===== config.mk =====
export PLATFORM = sky130hd
export DESIGN_NAME = pulse_peak_rate_detector_core
export DESIGN_NICKNAME = d
export VERILOG_FILES = /design/src/sv/pprd_pkg.sv /design/src/sv/pprd_ring_mem.sv /design/src/sv/pprd_divider.sv /design/src/sv/pulse_peak_rate_detector_core.sv
export SDC_FILE = /design/constraint.sdc
export NUM_CORES = 1
export LEC_CHECK = 0
export ABC_AREA = 0
export BUFFER_PORTS_ARGS = -buffer_cell sky130_fd_sc_hd__buf_2
export CAP_MARGIN = 40
export CELL_PAD_IN_SITES_DETAIL_PLACEMENT = 1
export CELL_PAD_IN_SITES_GLOBAL_PLACEMENT = 2
export CORE_UTILIZATION = 46
export CTS_CLUSTER_DIAMETER = 30
export DETAILED_ROUTE_END_ITERATION = 16
export GPL_TIMING_DRIVEN = 1
export MAX_ROUTING_LAYER = met4
export PLACE_DENSITY = 0.92
export SLEW_MARGIN = 20
export SYNTH_ARGS = -nofsm -noshare
export SYNTH_HDL_FRONTEND = slang
export SYNTH_HIERARCHICAL = 1
export SYNTH_SLANG_ARGS = --single-unit

===== constraint.sdc =====
create_clock -name aclk -period 17.4 [get_ports aclk]
set_input_delay 0.87 -clock aclk [delete_from_list [all_inputs] [get_ports aclk]]
set_output_delay 0.87 -clock aclk [all_outputs]
set_load 0.05 [all_outputs]

===== src/sv/pprd_pkg.sv =====
// shared types and constants for the pulse peak rate detector
package pprd_pkg;

    localparam int SAMPLE_W   = 18;
    localparam int RATE_W     = 21;
    localparam int POS_W      = 32;
    localparam int HYST_W     = 18;
    localparam int SPM_W      = 16;
    localparam int CFG_IDX_W  = 2;
    localparam int CFG_DATA_W = 18;
    localparam int STEP_W     = $clog2(RATE_W);

    localparam logic [HYST_W-1:0] HYST_RESET = HYST_W'(300);
    localparam logic [SPM_W-1:0]  SPM_RESET  = SPM_W'(6000);

    // quick rate: fifth peak, three intervals back to the second peak
    localparam int QUICK_COUNT = 5;
    localparam int QUICK_SPANS = 3;
    localparam int QUICK_ENTRY = 1;

    typedef enum logic [CFG_IDX_W-1:0] {
        REG_HYSTERESIS = 2'd0,
        REG_SPM        = 2'd1
    } cfg_reg_t;

    typedef enum logic [1:0] {
        EV_NONE = 2'd0,
        EV_MAX  = 2'd1,
        EV_MIN  = 2'd2
    } event_t;

    typedef enum logic [2:0] {
        ST_IDLE,
        ST_RING_OLD,
        ST_RING_ONE,
        ST_DIV,
        ST_OUT
    } state_t;

    typedef struct packed {
        logic              start;
        logic [RATE_W-1:0] dividend;
        logic [POS_W-1:0]  divisor;
    } div_req_t;

    typedef struct packed {
        logic              done;
        logic [RATE_W-1:0] quotient;
    } div_rsp_t;

endpackage


===== src/sv/pprd_ring_mem.sv =====
// peak position ring: synchronous memory with per-entry valid bits
module pprd_ring_mem #(
    parameter int DEPTH  = 10,
    parameter int ADDR_W = $clog2(DEPTH)
) (
    input  logic                         aclk,
    input  logic                         aresetn,
    input  logic [ADDR_W-1:0]            rd_addr,
    output logic [pprd_pkg::POS_W-1:0]   rd_data,
    input  logic                         wr_en,
    input  logic [ADDR_W-1:0]            wr_addr,
    input  logic [pprd_pkg::POS_W-1:0]   wr_data
);

    logic [pprd_pkg::POS_W-1:0] mem [DEPTH];
    logic [DEPTH-1:0]           valid_reg;
    logic [pprd_pkg::POS_W-1:0] rd_data_reg;

    always_ff @(posedge aclk) begin
        if (wr_en) begin
            mem[wr_addr] <= wr_data;
        end
    end

    always_ff @(posedge aclk) begin
        if (!aresetn) begin
            valid_reg <= '0;
        end else if (wr_en) begin
            valid_reg[wr_addr] <= 1'b1;
        end
    end

    // read-first; an entry never written reads as zero
    always_ff @(posedge aclk) begin
        rd_data_reg <= valid_reg[rd_addr] ? mem[rd_addr] : '0;
    end

    assign rd_data = rd_data_reg;

endmodule


===== src/sv/pprd_divider.sv =====
// restoring divider, one quotient bit per cycle
module pprd_divider (
    input  logic               aclk,
    input  logic               aresetn,
    input  pprd_pkg::div_req_t req,
    output pprd_pkg::div_rsp_t rsp
);

    logic                          busy_reg;
    logic                          done_reg;
    logic [pprd_pkg::STEP_W-1:0]   step_reg;
    logic [pprd_pkg::POS_W-1:0]    rem_reg;
    logic [pprd_pkg::POS_W-1:0]    den_reg;
    logic [pprd_pkg::RATE_W-1:0]   quo_reg;

    logic [pprd_pkg::POS_W:0]      trial;
    logic [pprd_pkg::POS_W:0]      diff;
    logic                          fits;

    always_comb begin
        trial = {rem_reg, quo_reg[pprd_pkg::RATE_W-1]};
        diff  = trial - {1'b0, den_reg};
        fits  = trial >= {1'b0, den_reg};
    end

    always_ff @(posedge aclk) begin
        if (!aresetn) begin
            busy_reg <= 1'b0;
            done_reg <= 1'b0;
            step_reg <= '0;
        end else begin
            done_reg <= 1'b0;
            if (req.start) begin
                busy_reg <= 1'b1;
                step_reg <= pprd_pkg::STEP_W'(pprd_pkg::RATE_W - 1);
            end else if (busy_reg) begin
                if (step_reg == '0) begin
                    busy_reg <= 1'b0;
                    done_reg <= 1'b1;
                end else begin
                    step_reg <= step_reg - pprd_pkg::STEP_W'(1);
                end
            end
        end
    end

    // dividend bits shift out the top as quotient bits shift in
    always_ff @(posedge aclk) begin
        if (req.start) begin
            rem_reg <= '0;
            den_reg <= req.divisor;
            quo_reg <= req.dividend;
        end else if (busy_reg) begin
            rem_reg <= fits ? diff[pprd_pkg::POS_W-1:0] : trial[pprd_pkg::POS_W-1:0];
            quo_reg <= {quo_reg[pprd_pkg::RATE_W-2:0], fits};
        end
    end

    assign rsp.done     = done_reg;
    assign rsp.quotient = quo_reg;

endmodule


===== src/sv/pulse_peak_rate_detector_core.sv =====
// top level of the pulse peak rate detector
//
// channel   direction  handshake          payload
// s_        in         s_valid / s_ready  s_sample
// m_        out        m_valid / m_ready  m_rate, m_event_res, m_extreme_value, m_falling_phase
// cfg_      in         cfg_wr_en          cfg_index, cfg_wdata
//
// one item at a time: a sample that confirms no maximum goes from IDLE straight to OUT;
// a confirmed maximum steps through RING_OLD and RING_ONE for the ring read-modify-write,
// then through DIV for the bit-serial divider when it needs a rate, before OUT
// synchronous active-low reset; ring entries start as zero through valid bits
// a result waits in the output register while the next sample is taken;
// with the output stalled, a finished item holds until the transfer
module pulse_peak_rate_detector_core #(
    parameter int RING_DEPTH = 10
) (
    input  logic                               aclk,
    input  logic                               aresetn,
    input  logic                               s_valid,
    output logic                               s_ready,
    input  logic [pprd_pkg::SAMPLE_W-1:0]      s_sample,
    output logic                               m_valid,
    input  logic                               m_ready,
    output logic [pprd_pkg::RATE_W-1:0]        m_rate,
    output logic [1:0]                         m_event_res,
    output logic [pprd_pkg::SAMPLE_W-1:0]      m_extreme_value,
    output logic                               m_falling_phase,
    input  logic                               cfg_wr_en,
    input  logic [pprd_pkg::CFG_IDX_W-1:0]     cfg_index,
    input  logic [pprd_pkg::CFG_DATA_W-1:0]    cfg_wdata
);

    localparam int ADDR_W    = $clog2(RING_DEPTH);
    localparam int COUNT_MAX = RING_DEPTH + 2;
    localparam int CNT_W     = $clog2(RING_DEPTH + 3);

    // configuration registers
    logic [pprd_pkg::HYST_W-1:0]   hyst_reg;
    logic [pprd_pkg::SPM_W-1:0]    spm_reg;

    // tracking state
    pprd_pkg::state_t              state_reg, state_next;
    logic                          rising_reg;
    logic [pprd_pkg::SAMPLE_W-1:0] max_reg;
    logic [pprd_pkg::SAMPLE_W-1:0] min_reg;
    logic [pprd_pkg::POS_W-1:0]    index_reg;
    logic [pprd_pkg::POS_W-1:0]    max_pos_reg;
    logic [ADDR_W-1:0]             ptr_reg;
    logic [CNT_W-1:0]              count_reg;
    logic [pprd_pkg::POS_W-1:0]    old_pos_reg;

    // result being built, then the output register
    logic [pprd_pkg::RATE_W-1:0]   res_rate_reg;
    pprd_pkg::event_t              res_event_reg;
    logic [pprd_pkg::SAMPLE_W-1:0] res_extreme_reg;
    logic                          m_valid_reg;
    logic [pprd_pkg::RATE_W-1:0]   m_rate_reg;
    pprd_pkg::event_t              m_event_reg;
    logic [pprd_pkg::SAMPLE_W-1:0] m_extreme_reg;
    logic                          m_falling_reg;

    // ring and divider hookup
    logic [ADDR_W-1:0]             ring_rd_addr;
    logic [pprd_pkg::POS_W-1:0]    ring_rd_data;
    logic                          ring_wr_en;
    pprd_pkg::div_req_t            div_req;
    pprd_pkg::div_rsp_t            div_rsp;

    // per-sample decisions
    logic                          accept;
    logic                          load_out;
    logic [pprd_pkg::POS_W-1:0]    index_inc;
    logic                          new_max;
    logic                          peak_hit;
    logic                          new_min;
    logic                          valley_hit;
    logic                          quick_rate;
    logic                          full_rate;
    logic [pprd_pkg::POS_W-1:0]    span;
    logic [pprd_pkg::RATE_W-1:0]   spm_ext;
    logic [pprd_pkg::RATE_W-1:0]   numerator;
    logic                          do_div;
    logic [ADDR_W-1:0]             ptr_inc;

    // no transfer is taken while reset is held
    assign s_ready  = aresetn && (state_reg == pprd_pkg::ST_IDLE);
    assign accept   = s_valid && s_ready;
    assign load_out = (state_reg == pprd_pkg::ST_OUT) && (!m_valid_reg || m_ready);

    // extreme tracking with hysteresis
    always_comb begin
        index_inc  = index_reg + pprd_pkg::POS_W'(1);
        new_max    = s_sample > max_reg;
        peak_hit   = !new_max && ((max_reg - s_sample) > hyst_reg);
        new_min    = s_sample < min_reg;
        valley_hit = !new_min && ((s_sample - min_reg) > hyst_reg);
        ptr_inc    = (ptr_reg == ADDR_W'(RING_DEPTH - 1)) ? '0 : ptr_reg + ADDR_W'(1);
    end

    // rate selection once the ring entries are back
    always_comb begin
        quick_rate = (count_reg == CNT_W'(pprd_pkg::QUICK_COUNT));
        full_rate  = (count_reg == CNT_W'(COUNT_MAX));
        span       = max_pos_reg - (quick_rate ? ring_rd_data : old_pos_reg);
        spm_ext    = pprd_pkg::RATE_W'(spm_reg);
        numerator  = quick_rate ? spm_ext * pprd_pkg::RATE_W'(pprd_pkg::QUICK_SPANS)
                                : spm_ext * pprd_pkg::RATE_W'(RING_DEPTH);
        do_div     = (state_reg == pprd_pkg::ST_RING_ONE) && (quick_rate || full_rate)
                     && (span != '0);
    end

    assign div_req.start    = do_div;
    assign div_req.dividend = numerator;
    assign div_req.divisor  = span;

    // old entry at the pointer first, then entry one for the quick rate
    assign ring_rd_addr = (state_reg == pprd_pkg::ST_IDLE)
                          ? ptr_reg : ADDR_W'(pprd_pkg::QUICK_ENTRY);
    assign ring_wr_en   = (state_reg == pprd_pkg::ST_RING_OLD);

    // sequencer
    always_comb begin
        state_next = state_reg;
        unique case (state_reg)
            pprd_pkg::ST_IDLE: begin
                if (accept) begin
                    state_next = (rising_reg && peak_hit) ? pprd_pkg::ST_RING_OLD
                                                          : pprd_pkg::ST_OUT;
                end
            end
            pprd_pkg::ST_RING_OLD: state_next = pprd_pkg::ST_RING_ONE;
            pprd_pkg::ST_RING_ONE: state_next = do_div ? pprd_pkg::ST_DIV : pprd_pkg::ST_OUT;
            pprd_pkg::ST_DIV: begin
                if (div_rsp.done) begin
                    state_next = pprd_pkg::ST_OUT;
                end
            end
            pprd_pkg::ST_OUT: begin
                if (load_out) begin
                    state_next = pprd_pkg::ST_IDLE;
                end
            end
            default: state_next = pprd_pkg::ST_IDLE;
        endcase
    end

    always_ff @(posedge aclk) begin
        if (!aresetn) begin
            state_reg <= pprd_pkg::ST_IDLE;
        end else begin
            state_reg <= state_next;
        end
    end

    // configuration writes
    always_ff @(posedge aclk) begin
        if (!aresetn) begin
            hyst_reg <= pprd_pkg::HYST_RESET;
            spm_reg  <= pprd_pkg::SPM_RESET;
        end else if (cfg_wr_en) begin
            unique case (cfg_index)
                pprd_pkg::REG_HYSTERESIS: hyst_reg <= cfg_wdata[pprd_pkg::HYST_W-1:0];
                pprd_pkg::REG_SPM:        spm_reg  <= cfg_wdata[pprd_pkg::SPM_W-1:0];
                default: ;
            endcase
        end
    end

    // tracking state updates
    always_ff @(posedge aclk) begin
        if (!aresetn) begin
            rising_reg  <= 1'b1;
            max_reg     <= '0;
            min_reg     <= '1;
            index_reg   <= '0;
            max_pos_reg <= '0;
            ptr_reg     <= '0;
            count_reg   <= '0;
        end else begin
            if (accept) begin
                index_reg <= index_inc;
                if (rising_reg) begin
                    if (new_max) begin
                        max_reg     <= s_sample;
                        max_pos_reg <= index_inc;
                    end else if (peak_hit) begin
                        rising_reg <= 1'b0;
                        min_reg    <= max_reg;
                        if (count_reg != CNT_W'(COUNT_MAX)) begin
                            count_reg <= count_reg + CNT_W'(1);
                        end
                    end
                end else begin
                    if (new_min) begin
                        min_reg <= s_sample;
                    end else if (valley_hit) begin
                        rising_reg <= 1'b1;
                        max_reg    <= min_reg;
                    end
                end
            end
            if (ring_wr_en) begin
                ptr_reg <= ptr_inc;
            end
        end
    end

    // result assembly
    always_ff @(posedge aclk) begin
        if (accept) begin
            res_rate_reg    <= '0;
            res_event_reg   <= pprd_pkg::EV_NONE;
            res_extreme_reg <= '0;
            if (rising_reg && !new_max && peak_hit) begin
                res_event_reg   <= pprd_pkg::EV_MAX;
                res_extreme_reg <= max_reg;
            end else if (!rising_reg && !new_min && valley_hit) begin
                res_event_reg   <= pprd_pkg::EV_MIN;
                res_extreme_reg <= min_reg;
            end
        end
        if (state_reg == pprd_pkg::ST_RING_OLD) begin
            old_pos_reg <= ring_rd_data;
        end
        if ((state_reg == pprd_pkg::ST_DIV) && div_rsp.done) begin
            res_rate_reg <= div_rsp.quotient;
        end
    end

    // output register
    always_ff @(posedge aclk) begin
        if (!aresetn) begin
            m_valid_reg <= 1'b0;
        end else if (load_out) begin
            m_valid_reg <= 1'b1;
        end else if (m_ready) begin
            m_valid_reg <= 1'b0;
        end
    end

    always_ff @(posedge aclk) begin
        if (load_out) begin
            m_rate_reg    <= res_rate_reg;
            m_event_reg   <= res_event_reg;
            m_extreme_reg <= res_extreme_reg;
            m_falling_reg <= !rising_reg;
        end
    end

    assign m_valid         = m_valid_reg;
    assign m_rate          = m_rate_reg;
    assign m_event_res     = m_event_reg;
    assign m_extreme_value = m_extreme_reg;
    assign m_falling_phase = m_falling_reg;

    pprd_ring_mem #(
        .DEPTH   (RING_DEPTH),
        .ADDR_W  (ADDR_W)
    ) u_ring (
        .aclk    (aclk),
        .aresetn (aresetn),
        .rd_addr (ring_rd_addr),
        .rd_data (ring_rd_data),
        .wr_en   (ring_wr_en),
        .wr_addr (ptr_reg),
        .wr_data (max_pos_reg)
    );

    pprd_divider u_div (
        .aclk    (aclk),
        .aresetn (aresetn),
        .req     (div_req),
        .rsp     (div_rsp)
    );

endmodule


==> key figures <==
Logic synthesis
  • Compound-gate portion of the synthesized area: 13.32%
  • Cell taking the most area after synthesis: edfxtp_1
  • Post-synth ARST share: 0%
  • Post-synthesis adder-cell area fraction: 6.909%
  • Post-Syn Instances: about 3000
  • Largest family of logic cells by synthesized area: compound AO/OA/AOI/OAI gates
  • Primary FF master, synth: edfxtp_1
  • EDFF count, synth: a little under 500
  • Synth warnings: 6
  • Simple-Gate Fraction of Synth Area: approximately 11%
  • Syn nets: between 3000 and 4000
  • Yosys top cell area share: 41.37%
  • Synth unique cells: 94
  • Synth Area per Inst: 11.73 µm²
  • Yosys reg bits: 716
  • Post-synthesis sequential area ratio: a little over half
  • Post-synthesis mux area share: 7.524%
  • Count leader, synth: edfxtp_1
  • Dominant cells by area after synthesis: edfxtp_1, dfxtp_1, ha_1
  • Netlist Area Pre-Place: 0.03542 mm²
  • Synth cell count leaders: edfxtp_1, nor2_1, dfxtp_1
  • Synth Area in XOR/XNOR: 3.684%

Final layout
  • Layout cells sized above 1: 16.40%
  • Max FFs per register: 320
  • Nets: 3395
  • Synth-to-layout area growth: 18.81%
  • Top reg by flops: u_ring/mem

STA
  • Slew HR: roughly two fifths
  • Final setup viols: 0
  • Fin crit share: 39.33%
  • Final WS setup: 10560 ps
  • Fmax: 146.1 MHz
  • Tmin final: 6844 ps
  • Clock Skews: 79.22 ps
  • Final hold violation count: 0
  • TNS Setup: 0 ps
  • RSZ-0062 raised after global routing: false
  • Worst Max-Slew Pin Slew: 922.4 ps
  • Pins over their slew limit: 0

Critical path
  • CP bufs+invs: 6
  • Critical-path top delay cell: nor2_1
  • Setup crit end kind: flop
  • CP arrival: 7470 ps
  • Critical-path cell list: inv_1 > ha_1 > nand3b_4 > buf_4 > buf_12 > mux2_2 > ha_1 > inv_1 > fa_1 > a21o_1 > a311o_2 > nand3_1 > nor3b_2 > xnor2_1 > or3_2 > nor4_1 > nand4_1 > or4_4 > and2_4 > nor2_1 > inv_1 > buf_8 > o22ai_1
  • Worst Path Required: 18030 ps
  • Setup crit start kind: flop
  • Worst path max stage delay: 560 ps
  • Top delay family on crit path: simple AND/OR/NAND/NOR gates
  • Crit path top cell by count: inv_1
  • CP max FO: 45
  • Worst setup path class: reg -> reg

Power and ir drop
  • NetSw: 1.292 mW
  • Overall power: roughly 5.0 mW
  • Switching share of power: between 20% and 30%
  • Leak pwr: 16.29 nW
  • Comb power frac: 7.2%
  • Maximum VDD drop: 0.0001024 V
  • Cell-internal power: 3.731 mW
  • Power Density: around 120 mW/mm²
  • Clk pwr share: 55.4%
  • Reg power frac: a little under two fifths

Floorplan
  • I/O Pins: 87
  • Initial core utilization: 46.56%
  • Die Y: around 280 µm
  • Die extent in x: ~280 µm
  • Die ar.: about 0.078 mm²
  • Core Area: 0.07608 mm²
  • FP Rows: 101

Global route
  • GRT Total Usage: 29.12%
  • Largest net degree at the start of global routing: 75
  • Gr ovfl total: 0
  • Initial antenna violation count: 6
  • First-pass GRT wire length: 169400 µm
  • Vias in the first global route: between 20000 and 30000

Clock network
  • CTS Hold Buffers Added: 0
  • Post-CTS Setup Bufs: 0
  • Clock buffer depth: 3
  • Clock Tree Root: clkbuf_16
  • Clock net sink count: approximately 720
  • TritonCTS clock tree: yes
  • Clock latency on the worst-skew pair: between 700 and 800 ps
  • CTS clk-pin slew, worst paths: 50 ps
  • Post-CTS sizing: 0
  • H-tree level count: 4
  • Num CTS Buffers: 142

Place
  • DP HPWL: 68360 µm
  • Setup slack at placement: between 10000 and 15000 ps
  • IO buf count: 86
  • Global placement routability congestion: 0.8544

Drt
  • DRT iter0 DRCs: 2109
  • Total wire length: ~110000 µm
  • Routed len/inst: 25.63 µm
  • Post-DRT Antenna Nets: 0
  • DR vias: 25980
  • Post-route DRC violation count: 0
  • Pre-antenna DRT Iters: 5
  • Via/cell ratio: 6.020

Hold path
  • Type of the tightest min-delay check: in -> reg

Outcome
  • Status: finished clean

Run
  • Max-cap violations: 0
[kinds of logic after synthesis]
kind of cell    Yosys count
flops                   716
simple gates            808
other cells               1
compound gates          696
fa+ha+maj               192
mux                     182
buf+inv                 275
xor+xnor                149
[power groups by stage]
stage / clock (mW) / combinational, mW / sequential [mW]
global placement: 0 / 0.332 / 1.91
detailed placement: 0 / 0.347 / 1.91
CTS: 2.80 / 0.356 / 1.88
finish: 2.78 / 0.360 / 1.88
global route: 2.87 / 0.390 / 1.88
floorplan: 0 / 0.230 / 1.92
[layer usage]
metal  part of all wire [%]  up-vias  GRT usage (%)
li1                       -    11600              -
met2                     51      939          49.30
met5                      0        -              -
met4                    2.8        0          10.54
met3                    5.9      231          4.604
met1                     40    13210          35.18
[path summary, 6_finish.rpt]
| path | start | endpoint | slack (ps) | cells past startpoint |
|---|---|---|---|---|
| setup reg to reg | count_reg[1] | u_div/rem_reg[12] | 10560 | 23 |
| hold / removal | cfg_wdata[8] | hyst_reg[8] | 390 | 3 |
| setup / recovery | count_reg[1] | u_div/rem_reg[12] | 10560 | 23 |
| hold reg to reg | res_rate_reg[8] | m_rate[8] | 410 | 0 |
[tightest hold or removal path, stage by stage]
cell and delay, ps:
buf_2 90, nand2_1 50, o211ai_1 80
[area by class of cell]
class,count,area [µm²]
flip-flops and latches,716,19220
multi-input cells,2028,15200
repair buffers,136,927.1
clock inverters,96,1156
diodes,4,10.01
clock buffers,169,3767
well taps,1030,1289
fillers,7797,33990
inverters,136,513.0
[metrics by stage]
| stage | utilization [%] | std cells | cell area, µm² | hold WS [ps] |
|---|---|---|---|---|
| floorplan | - | 3019 | 35420 | 400.3 |
| global placement | 48.52 | 4030 | 36910 | 405.7 |
| detailed placement | 48.73 | 4041 | 37070 | 406.3 |
| CTS | 55.21 | 4306 | 42000 | 363.4 |
| global route | 55.32 | 4315 | 42080 | 403.3 |
| finish | 55.32 | 4315 | 42080 | 390.0 |
[cell usage in the layout, fill, tap and decap left out, drive strengths merged, types with 29 or more instances in the layout]
cell type	netlist	routed
a21o	46	46
xor2	64	64
inv	135	156
xnor2	85	85
edfxtp	488	488
clkbuf	102	169
o21a	37	37
mux4	65	65
o21ai	94	94
dfxtp	228	228
and3	29	29
nand3	62	62
clkinv	1	51
a21oi	187	187
mux2i	93	93
a211oi	133	133
nand2	208	208
ha	186	186
and2	90	90
a31oi	44	44
buf	37	136
nor3	41	41
nor2	232	232
(Power assumes the default switching activity.)
